`src/hdl/sorted_list_engine_defines.svh`:
```
// Assertion macros shared by the sorted list engine RTL.
`ifndef SORTED_LIST_ENGINE_DEFINES_SVH
`define SORTED_LIST_ENGINE_DEFINES_SVH

`ifndef SYNTH
// Implication property checked on every rising clock edge outside reset.
`define SLE_ASSERT(lbl, clk_i, rst_n_i, prop, msg) \
	lbl: assert property (@(posedge clk_i) disable iff (!rst_n_i) prop) else $error(msg);
// Condition that must never be true outside reset.
`define SLE_NEVER(lbl, clk_i, rst_n_i, cond, msg) \
	lbl: assert property (@(posedge clk_i) disable iff (!rst_n_i) !(cond)) else $error(msg);
`else
`define SLE_ASSERT(lbl, clk_i, rst_n_i, prop, msg)
`define SLE_NEVER(lbl, clk_i, rst_n_i, cond, msg)
`endif

`endif

```
`src/hdl/slist_pkg.sv`:
```
// Shared types and constants of the sorted list engine.
package slist_pkg;

	localparam int CAPACITY   = 16;
	localparam int CNT_W      = $clog2(CAPACITY + 1);
	localparam int IDX_W      = (CAPACITY > 1) ? $clog2(CAPACITY) : 1;
	localparam int OUT_CNT_W  = 5;
	localparam int VAL_W      = 32;

	typedef logic [CNT_W-1:0]     cnt_t;
	typedef logic [IDX_W-1:0]     idx_t;
	typedef logic [OUT_CNT_W-1:0] out_cnt_t;

	typedef enum logic [1:0] {
		CMD_INSERT,
		CMD_DELETE,
		CMD_SEARCH,
		CMD_DUMP
	} cmd_t;

	typedef enum logic [2:0] {
		ST_INSERTED = 3'd0,
		ST_REMOVED  = 3'd1,
		ST_FOUND    = 3'd2,
		ST_MISSING  = 3'd3,
		ST_EMPTY    = 3'd4,
		ST_FULL     = 3'd5,
		ST_DUMP     = 3'd6
	} status_t;

	typedef enum logic {
		FSM_IDLE,
		FSM_DUMP
	} fsm_t;

	typedef enum logic [1:0] {
		CELL_HOLD,
		CELL_INSERT,
		CELL_DELETE,
		CELL_ROTATE
	} cell_op_t;

	// Broadcast from the controller to every cell.
	typedef struct packed {
		cell_op_t                op;
		logic signed [VAL_W-1:0] value;
	} cell_ctl_t;

endpackage

```
`src/hdl/sorted_list_engine.sv`:
```
// Sorted list engine: keeps up to CAPACITY signed 32-bit values in ascending
// order in a row of cells that compare against the operand in parallel.
// Insert, delete and search each give one result: the transaction is accepted
// when in_stall is low and its single result is loaded into the output
// register at that same edge, so it is presented from the next cycle on.
// A dump of N entries gives N results, one per cycle while out_stall is low, by
// rotating the cell row one slot per result; the first is loaded from the dump
// state entered on acceptance, and the input stalls until the last is loaded.
// An empty dump gives a single EMPTY result. One item is in work at a time; a
// new one is taken in the same cycle the previous result is handed downstream.
`include "sorted_list_engine_defines.svh"

module sorted_list_engine (
	input  logic                               clk,
	input  logic                               arst_n,
	input  logic                               in_valid,
	output logic                               in_stall,
	input  logic [1:0]                         cmd,
	input  logic signed [slist_pkg::VAL_W-1:0] value,
	output logic                               out_valid,
	input  logic                               out_stall,
	output logic [2:0]                         status,
	output logic signed [slist_pkg::VAL_W-1:0] entry_value,
	output logic                               last,
	output logic [slist_pkg::OUT_CNT_W-1:0]    entry_count
);

	localparam int CAP = slist_pkg::CAPACITY;

	slist_pkg::fsm_t      state_q, state_d;
	slist_pkg::cnt_t      count_q, count_d;
	slist_pkg::idx_t      dump_idx_q, dump_idx_d;
	slist_pkg::cell_ctl_t ctl;

	logic                               out_valid_q;
	slist_pkg::status_t                 status_q, res_status;
	logic signed [slist_pkg::VAL_W-1:0] entry_value_q, res_value;
	logic                               last_q, res_last;
	slist_pkg::out_cnt_t                entry_count_q;
	logic                               load;

	logic signed [slist_pkg::VAL_W-1:0] cell_val [CAP];
	logic                               cell_lt  [CAP];
	logic                               cell_hit [CAP];

	logic out_free, in_acc, empty, full, found, dump_last;

	// Handshake
	assign out_free  = !out_valid_q || !out_stall;
	assign in_stall  = (state_q != slist_pkg::FSM_IDLE) || !out_free;
	assign in_acc    = in_valid && !in_stall;

	assign empty     = (count_q == '0);
	assign full      = (count_q >= slist_pkg::cnt_t'(CAP));
	assign found     = cell_hit[CAP-1];
	assign dump_last = (slist_pkg::cnt_t'(dump_idx_q) + 1'b1) == count_q;

	// Cell row
	for (genvar i = 0; i < CAP; i++) begin : g_cell
		slist_cell u_cell (
			.clk      (clk),
			.ctl      (ctl),
			.occ      (slist_pkg::cnt_t'(i) < count_q),
			.is_tail  (count_q == slist_pkg::cnt_t'(i + 1)),
			.lt_prev  ((i == 0) ? 1'b1 : cell_lt[(i == 0) ? 0 : i - 1]),
			.hit_prev ((i == 0) ? 1'b0 : cell_hit[(i == 0) ? 0 : i - 1]),
			.val_prev (cell_val[(i == 0) ? 0 : i - 1]),
			.val_next (cell_val[(i == CAP - 1) ? i : i + 1]),
			.val_head (cell_val[0]),
			.val      (cell_val[i]),
			.lt       (cell_lt[i]),
			.hit      (cell_hit[i])
		);
	end

	// Next state
	always_comb begin
		state_d = state_q;
		unique case (state_q)
			slist_pkg::FSM_IDLE: begin
				if (in_acc && (slist_pkg::cmd_t'(cmd) == slist_pkg::CMD_DUMP) && !empty)
					state_d = slist_pkg::FSM_DUMP;
			end
			slist_pkg::FSM_DUMP: begin
				if (out_free && dump_last)
					state_d = slist_pkg::FSM_IDLE;
			end
			default: state_d = slist_pkg::FSM_IDLE;
		endcase
	end

	// Cell control, result and count
	always_comb begin
		ctl.op     = slist_pkg::CELL_HOLD;
		ctl.value  = value;
		load       = 1'b0;
		res_status = slist_pkg::ST_MISSING;
		res_value  = value;
		res_last   = 1'b1;
		count_d    = count_q;
		dump_idx_d = dump_idx_q;
		unique case (state_q)
			slist_pkg::FSM_IDLE: begin
				dump_idx_d = '0;
				if (in_acc) begin
					unique case (slist_pkg::cmd_t'(cmd))
						slist_pkg::CMD_INSERT: begin
							load = 1'b1;
							if (full) begin
								res_status = slist_pkg::ST_FULL;
							end else begin
								ctl.op     = slist_pkg::CELL_INSERT;
								res_status = slist_pkg::ST_INSERTED;
								count_d    = count_q + 1'b1;
							end
						end
						slist_pkg::CMD_DELETE, slist_pkg::CMD_SEARCH: begin
							load = 1'b1;
							if (empty)
								res_status = slist_pkg::ST_EMPTY;
							else if (!found)
								res_status = slist_pkg::ST_MISSING;
							else if (slist_pkg::cmd_t'(cmd) == slist_pkg::CMD_SEARCH)
								res_status = slist_pkg::ST_FOUND;
							else begin
								ctl.op     = slist_pkg::CELL_DELETE;
								res_status = slist_pkg::ST_REMOVED;
								count_d    = count_q - 1'b1;
							end
						end
						slist_pkg::CMD_DUMP: begin
							// non-empty dump is emitted from the dump state
							if (empty) begin
								load       = 1'b1;
								res_status = slist_pkg::ST_EMPTY;
								res_value  = '0;
							end
						end
						default: load = 1'b0;
					endcase
				end
			end
			slist_pkg::FSM_DUMP: begin
				res_status = slist_pkg::ST_DUMP;
				res_value  = cell_val[0];
				res_last   = dump_last;
				if (out_free) begin
					load       = 1'b1;
					ctl.op     = slist_pkg::CELL_ROTATE;
					dump_idx_d = dump_idx_q + 1'b1;
				end
			end
			default: load = 1'b0;
		endcase
	end

	// Control registers
	always_ff @(posedge clk or negedge arst_n) begin
		if (!arst_n) begin
			state_q     <= slist_pkg::FSM_IDLE;
			count_q     <= '0;
			dump_idx_q  <= '0;
			out_valid_q <= 1'b0;
		end else begin
			state_q     <= state_d;
			count_q     <= count_d;
			dump_idx_q  <= dump_idx_d;
			if (load)
				out_valid_q <= 1'b1;
			else if (!out_stall)
				out_valid_q <= 1'b0;
		end
	end

	// Output payload register
	always_ff @(posedge clk) begin
		if (load) begin
			status_q      <= res_status;
			entry_value_q <= res_value;
			last_q        <= res_last;
			entry_count_q <= slist_pkg::out_cnt_t'(count_d);
		end
	end

	assign out_valid   = out_valid_q;
	assign status      = status_q;
	assign entry_value = entry_value_q;
	assign last        = last_q;
	assign entry_count = entry_count_q;

	`SLE_NEVER(a_count_bound, clk, arst_n, count_q > slist_pkg::cnt_t'(CAP), "count above capacity")
	`SLE_ASSERT(a_dump_blocks_input, clk, arst_n, (state_q == slist_pkg::FSM_DUMP) |-> in_stall, "input taken during dump")
	`SLE_ASSERT(a_dump_idx_range, clk, arst_n, (state_q == slist_pkg::FSM_DUMP) |-> (slist_pkg::cnt_t'(dump_idx_q) < count_q), "dump index past count")
	`SLE_ASSERT(a_insert_count, clk, arst_n, (in_acc && (cmd == slist_pkg::CMD_INSERT) && !full) |=> (count_q == $past(count_q) + 1'b1), "insert did not grow list")
	`SLE_ASSERT(a_dump_count_stable, clk, arst_n, (state_q == slist_pkg::FSM_DUMP) |=> $stable(count_q), "count moved during dump")

endmodule

```
`src/hdl/slist_cell.sv`:
```
// One slot of the sorted list: holds a value and trades it with its neighbors.
module slist_cell (
	input  logic                               clk,
	input  slist_pkg::cell_ctl_t               ctl,
	input  logic                               occ,
	input  logic                               is_tail,
	input  logic                               lt_prev,
	input  logic                               hit_prev,
	input  logic signed [slist_pkg::VAL_W-1:0] val_prev,
	input  logic signed [slist_pkg::VAL_W-1:0] val_next,
	input  logic signed [slist_pkg::VAL_W-1:0] val_head,
	output logic signed [slist_pkg::VAL_W-1:0] val,
	output logic                               lt,
	output logic                               hit
);

	logic signed [slist_pkg::VAL_W-1:0] val_q;
	logic signed [slist_pkg::VAL_W-1:0] val_d;

	// Local compares; stored values are ascending so lt forms a prefix
	assign lt  = occ && ($signed(val_q) < $signed(ctl.value));
	assign hit = hit_prev || (occ && (val_q == ctl.value));
	assign val = val_q;

	// Next value: keep, take the new item, or take a neighbor's or the head's value
	always_comb begin
		val_d = val_q;
		unique case (ctl.op)
			slist_pkg::CELL_HOLD: begin
				val_d = val_q;
			end
			slist_pkg::CELL_INSERT: begin
				if (lt)
					val_d = val_q;
				else if (lt_prev)
					val_d = ctl.value;
				else
					val_d = val_prev;
			end
			slist_pkg::CELL_DELETE: begin
				val_d = hit ? val_next : val_q;
			end
			slist_pkg::CELL_ROTATE: begin
				val_d = is_tail ? val_head : val_next;
			end
			default: val_d = val_q;
		endcase
	end

	always_ff @(posedge clk) begin
		val_q <= val_d;
	end

endmodule
```
`config.mk`:
```
export PLATFORM = sky130hd
export DESIGN_NAME = sorted_list_engine
export DESIGN_NICKNAME = d
export VERILOG_FILES = /design/src/hdl/slist_pkg.sv /design/src/hdl/sorted_list_engine.sv /design/src/hdl/slist_cell.sv
export VERILOG_INCLUDE_DIRS = /design/src /design/src/hdl
export SDC_FILE = /design/constraint.sdc
export NUM_CORES = 2
export LEC_CHECK = 0
export ABC_AREA = 1
export ABC_CLOCK_PERIOD_IN_PS = 11800
export BUFFER_PORTS_ARGS = -buffer_cell sky130_fd_sc_hd__buf_2
export CAP_MARGIN = 20
export CORE_AREA = 10 10 482 390
export DETAILED_ROUTE_END_ITERATION = 16
export DIE_AREA = 0 0 492 400
export GPL_TIMING_DRIVEN = 0
export SYNTH_ARGS = -nofsm -noshare
export SYNTH_HDL_FRONTEND = slang
export SYNTH_HIERARCHICAL = 1
export SYNTH_SLANG_ARGS = --single-unit
```
`constraint.sdc`:
```
create_clock -name clk -period 11.8 [get_ports clk]
set_input_delay 3.54 -clock clk [delete_from_list [all_inputs] [get_ports clk]]
set_output_delay 3.54 -clock clk [all_outputs]
set_load 0.02 [all_outputs]
```
== Word level (Yosys, flattened, before mapping) ==
Cells that the tools add are included.

* Bits in latches: 0
* Output and inout bits: 43
* Logic and storage cells: 335
* Bits in read-only memories: 0
* Memories kept: 0
* Bits in writable memories: 0
* Register bits after elaboration: 564

* Order comparisons: 33
* Eq/ne operators: 74
* Shifts and indexed selects: 0
* Divide/modulo/power cells: 0
* Multiply operators: 0
* Add/subtract/negate cells: 4
* Mux-type cells: 117
* Reductions and logical operators: 80
* Bitwise logic cells: 3

{| class="wikitable"
|+ Operator list
! kind !! number
|-
| $mux 32 || 65
|-
| $pmux 32 s3 || 15
|-
| $eq 32x32->1 || 16
|-
| $lt 32x32->1 || 16
|-
| $pmux 32 s2 || 2
|-
| $reduce_and 3->1 || 15
|-
| $eq 5x4->1 const B || 8
|-
| $lt 4x5->1 const A || 8
|-
| $logic_and 1x1->1 || 36
|-
| $ne 2x1->1 const B || 18
|-
| $ne 2x2->1 const B || 17
|-
| $mux 5 || 6
|-
| $eq 5x3->1 const B || 4
|-
| $lt 3x5->1 const A || 4
|-
| $logic_or 1x1->1 || 17
|-
| $mux 2 || 7
|-
| $mux 3 || 4
|-
| $eq 5x2->1 const B || 2
|-
| $lt 1x5->1 const A || 2
|-
| $lt 2x5->1 const A || 2
|-
| $pmux 5 s2 || 1
|-
| $pmux 3 s3 || 1
|-
| $eq 2x2->1 const B || 4
|-
| $mux 1 || 8
|-
| 21 further kinds || 33
|}

== Logic depth before layout (Yosys ltp) ==
* Word-level depth: 26
* Depth in mapped cells: 33
* Mapped depth without buffers: 31

== Modules after synthesis ==
Netlist, hierarchy kept.

{| class="wikitable"
|+ By module, submodules not included
! module !! instances !! area each (um^2) !! cells each !! sequential area each (um^2)
|-
| slist_cell (g_cell[0].u_cell ...) || 15 || 3,024.2 || 408 || 960.9
|-
| sorted_list_engine || 1 || 3,075.4 || 374 || 1,506.4
|-
| slist_cell (g_cell[9].u_cell) || 1 || 2,954.1 || 400 || 960.9
|}

== Worst setup path before layout ==
No wires, ideal clock.

* Path type: input port to flip-flop
* Start point: input port cmd[0]
* End point: register g_cell[9].u_cell.val_q, in the netlist g_cell[9].u_cell/val[0], enable pin
* Path buffers: 1
* Library setup time: 390 ps
* Stages: 7
* Slack: -525 ps
* Data arrival time: 11,935 ps
* Cells stage by stage: inv_1 > ha_1 > clkbuf_1 > nand2_1 > o21ai_0 > o21ai_0 > nand2_1

{| class="wikitable"
|+ RTL lines
! item !! line !! text
|-
| start: declaration || sorted_list_engine.sv:18 || <nowiki>input logic [1:0] cmd,</nowiki>
|-
| end signal: assignment || slist_cell.sv:51 || <nowiki>val_q <= val_d;</nowiki>
|-
| end: declaration || slist_cell.sv:17 || <nowiki>logic signed [slist_pkg::VAL_W-1:0] val_q;</nowiki>
|}

==> metrics.md <==
| Metric | Value |
|---|---|
| Clk buf depth | `3` |
| CP arrival | `11530 ps` |
| Cts hold-fix bufs | `0` |
| Fin cells | `9566` |
| Min Tclk post-route | `11150 ps` |
| Syn_area_per_cell | `7.46 um^2` |
| HPWL after detailed placement | `188 mm` |
| Power density over the cells | `223 nW/um^2` |
| Tcrit/Tclk final | `94.5%` |
| Global-route wire length before repair | `347 mm` |
| Commonest non-fill, non-tap cell in the layout | `nand2_1` |
| Worst IR Drop VDD | `0.000132 V` |
| Vias in the first global route | `50000` |
| Critical Path RT | `12190 ps` |
| DP Cell Count | `9427` |
| Slew Viols, Final | `0` |
| Final setup fails | `0` |
| Pin count of the biggest net entering global routing | `38` |
| DRT iter0 DRCs | `8834` |
| Clock Latency Late Sink | `700 ps` |
| IO Count | `81` |
| Syn Nets | `7453` |
| CP Launch Type | `input pin` |
| Cts repair resizes | `0` |
| Residual DRC | `0` |
| CP max-delay cell | `buf_2` |
| DR WL met2 | `97.2 mm` |
| Core area | `178000 um^2` |
| Length of routed wiring on met1 | `98.3 mm` |
| Clk root buf | `clkbuf_16` |
| Hold/Removal Path Class | `reg -> reg` |
| Sink Count | `564` |
| Most frequent cells in the layout | `nand2_1 (1362), o21ai_0 (934), inv_1 (791), a21oi_1 (667), edfxtp_1 (553)` |
| Leakage power | `25.4 nW` |
| Routed len/inst | `25.6 um` |
| Critical-path maximum fanout | `17` |
| Worst-Margin Slew | `1220 ps` |
| Die Area | `197000 um^2` |
| Final net count | `7663` |
| Max frequency | `89.7 MHz` |
| CP endpoint kind | `register` |
| Vias | `54900` |
| Total GRT Usage | `23.6%` |
| Htree depth | `3` |
| Pre-CTS setup slack | `201 ps` |
| Unrepaired setup endpoints after global routing | `no` |
| Number of fill cells | `18700` |
| Cts bufs inserted | `71` |
| Share of cells above drive strength 1 | `9.89%` |
| Worst rel slew slack | `18.6%` |
| Final Hold Viols | `0` |
| CP max stage delay | `730 ps` |
| Post-Synthesis Cells | `6893` |
| CTS tree | `done` |
| Initial antenna violation count | `23` |
| RePlAce Congestion | `0.998` |
| Worst clock skew | `33.1 ps` |
| Ys Warns | `6` |
| Post-CTS Repair Setup Buffers | `0` |
| Top routing layer in use | `met5` |
| Std cell rows | `139` |
| DRT Wirelength | `245 mm` |
| Grt ovf | `0` |
| Outcome | `complete, no violations` |
| Pre-Repair DR Iteration Count | `9` |
| Port bufs | `80` |
| Via density | `5.74` |
| Initial Utilization | `28.8%` |
| Die width | `492 um` |
| Register clock-pin slew on the reported worst setup and hold paths | `60 ps` |
| Fin Setup TNS | `0 ps` |
| Antenna Violating Nets Remaining | `0` |
| Setup WS post-layout | `654 ps` |
| Met3 WL | `38.5 mm` |
| Area grow syn2layout | `14.3%` |
| Area of the mapped netlist | `51400 um^2` |
| Die Y-Extent | `400 um` |
| Kind of critical path | `in -> reg` |
| Most used cell, CP | `o21bai_2` |
| Maxcap violations | `0` |
## path summary, 6_finish.rpt
check / end / from / slack [ps] / depth (start not counted)
setup / recovery: g_cell[9].u_cell/val[20] / value[31] / 650 / 34
hold / removal: dump_idx_q[1] / dump_idx_q[1] / 570 / 2
setup reg to reg: g_cell[9].u_cell/val[20] / g_cell[0].u_cell/val[23] / 3330 / 33
hold reg to reg: dump_idx_q[1] / dump_idx_q[1] / 570 / 2
max in group asynchronous: count_q[0] / arst_n / 8710 / 1
min in group asynchronous: count_q[2] / arst_n / 2780 / 1
## critical path: cells and delay by family
| kind | cells | cell delay, ps |
|---|---|---|
| buffers and inverters | 6 | 2140 |
| AOI/OAI and AO/OA | 17 | 3230 |
| and+or+nand+nor | 10 | 2090 |
| adders and majority gates | 1 | 420 |
## cell type report
class	instances	area, um^2	share of cell area [%]
diodes	13	32.5	0.0554
plain buffers	355	1800	3.07
clock buffers	87	1900	3.24
clock inverters	39	474	0.808
inverters	859	3230	5.49
multi-input cells	5115	29500	50.3
flip-flops and latches	564	16900	28.7
well taps	2397	3000	5.11
repair buffers	137	1890	3.22
## registers in the layout (all words and copies together), names as in the netlist
signal	cells
dump_idx_q	4
status	3
last	1
out_valid	1
g_cell.u_cell/val	512
entry_value	32
entry_count	5
count_q	5
state_q	1
## stage by stage
stage / cell area [um^2] / power (W) / hold slack, ps / utilization (%)
floorplan: 51400 / 0.00764 / 500 / -
global placement: 54800 / 0.00998 / 540 / 30.7
detailed placement: 56300 / 0.0104 / 550 / 31.6
CTS: 58700 / 0.0128 / 565 / 32.9
global route: 58700 / 0.0137 / 605 / 32.9
finish: 58700 / 0.0131 / 571 / 32.9
## per-layer routing
metal | up-vias | track usage (%)
li1 | 24300 | -
met1 | 26000 | 31.6
met2 | 4003 | 33.0
met3 | 655 | 10.0
met4 | 20 | 9.70
met5 | - | 0
## report_power, final
group          internal (W)  total, W  leakage [nW]  switching [W]
Sequential          0.00339   0.00493          5.60        0.00154
Combinational       0.00195   0.00578          18.7        0.00383
Clock               0.00137   0.00238          1.13        0.00102
(Power assumes the default switching activity.)
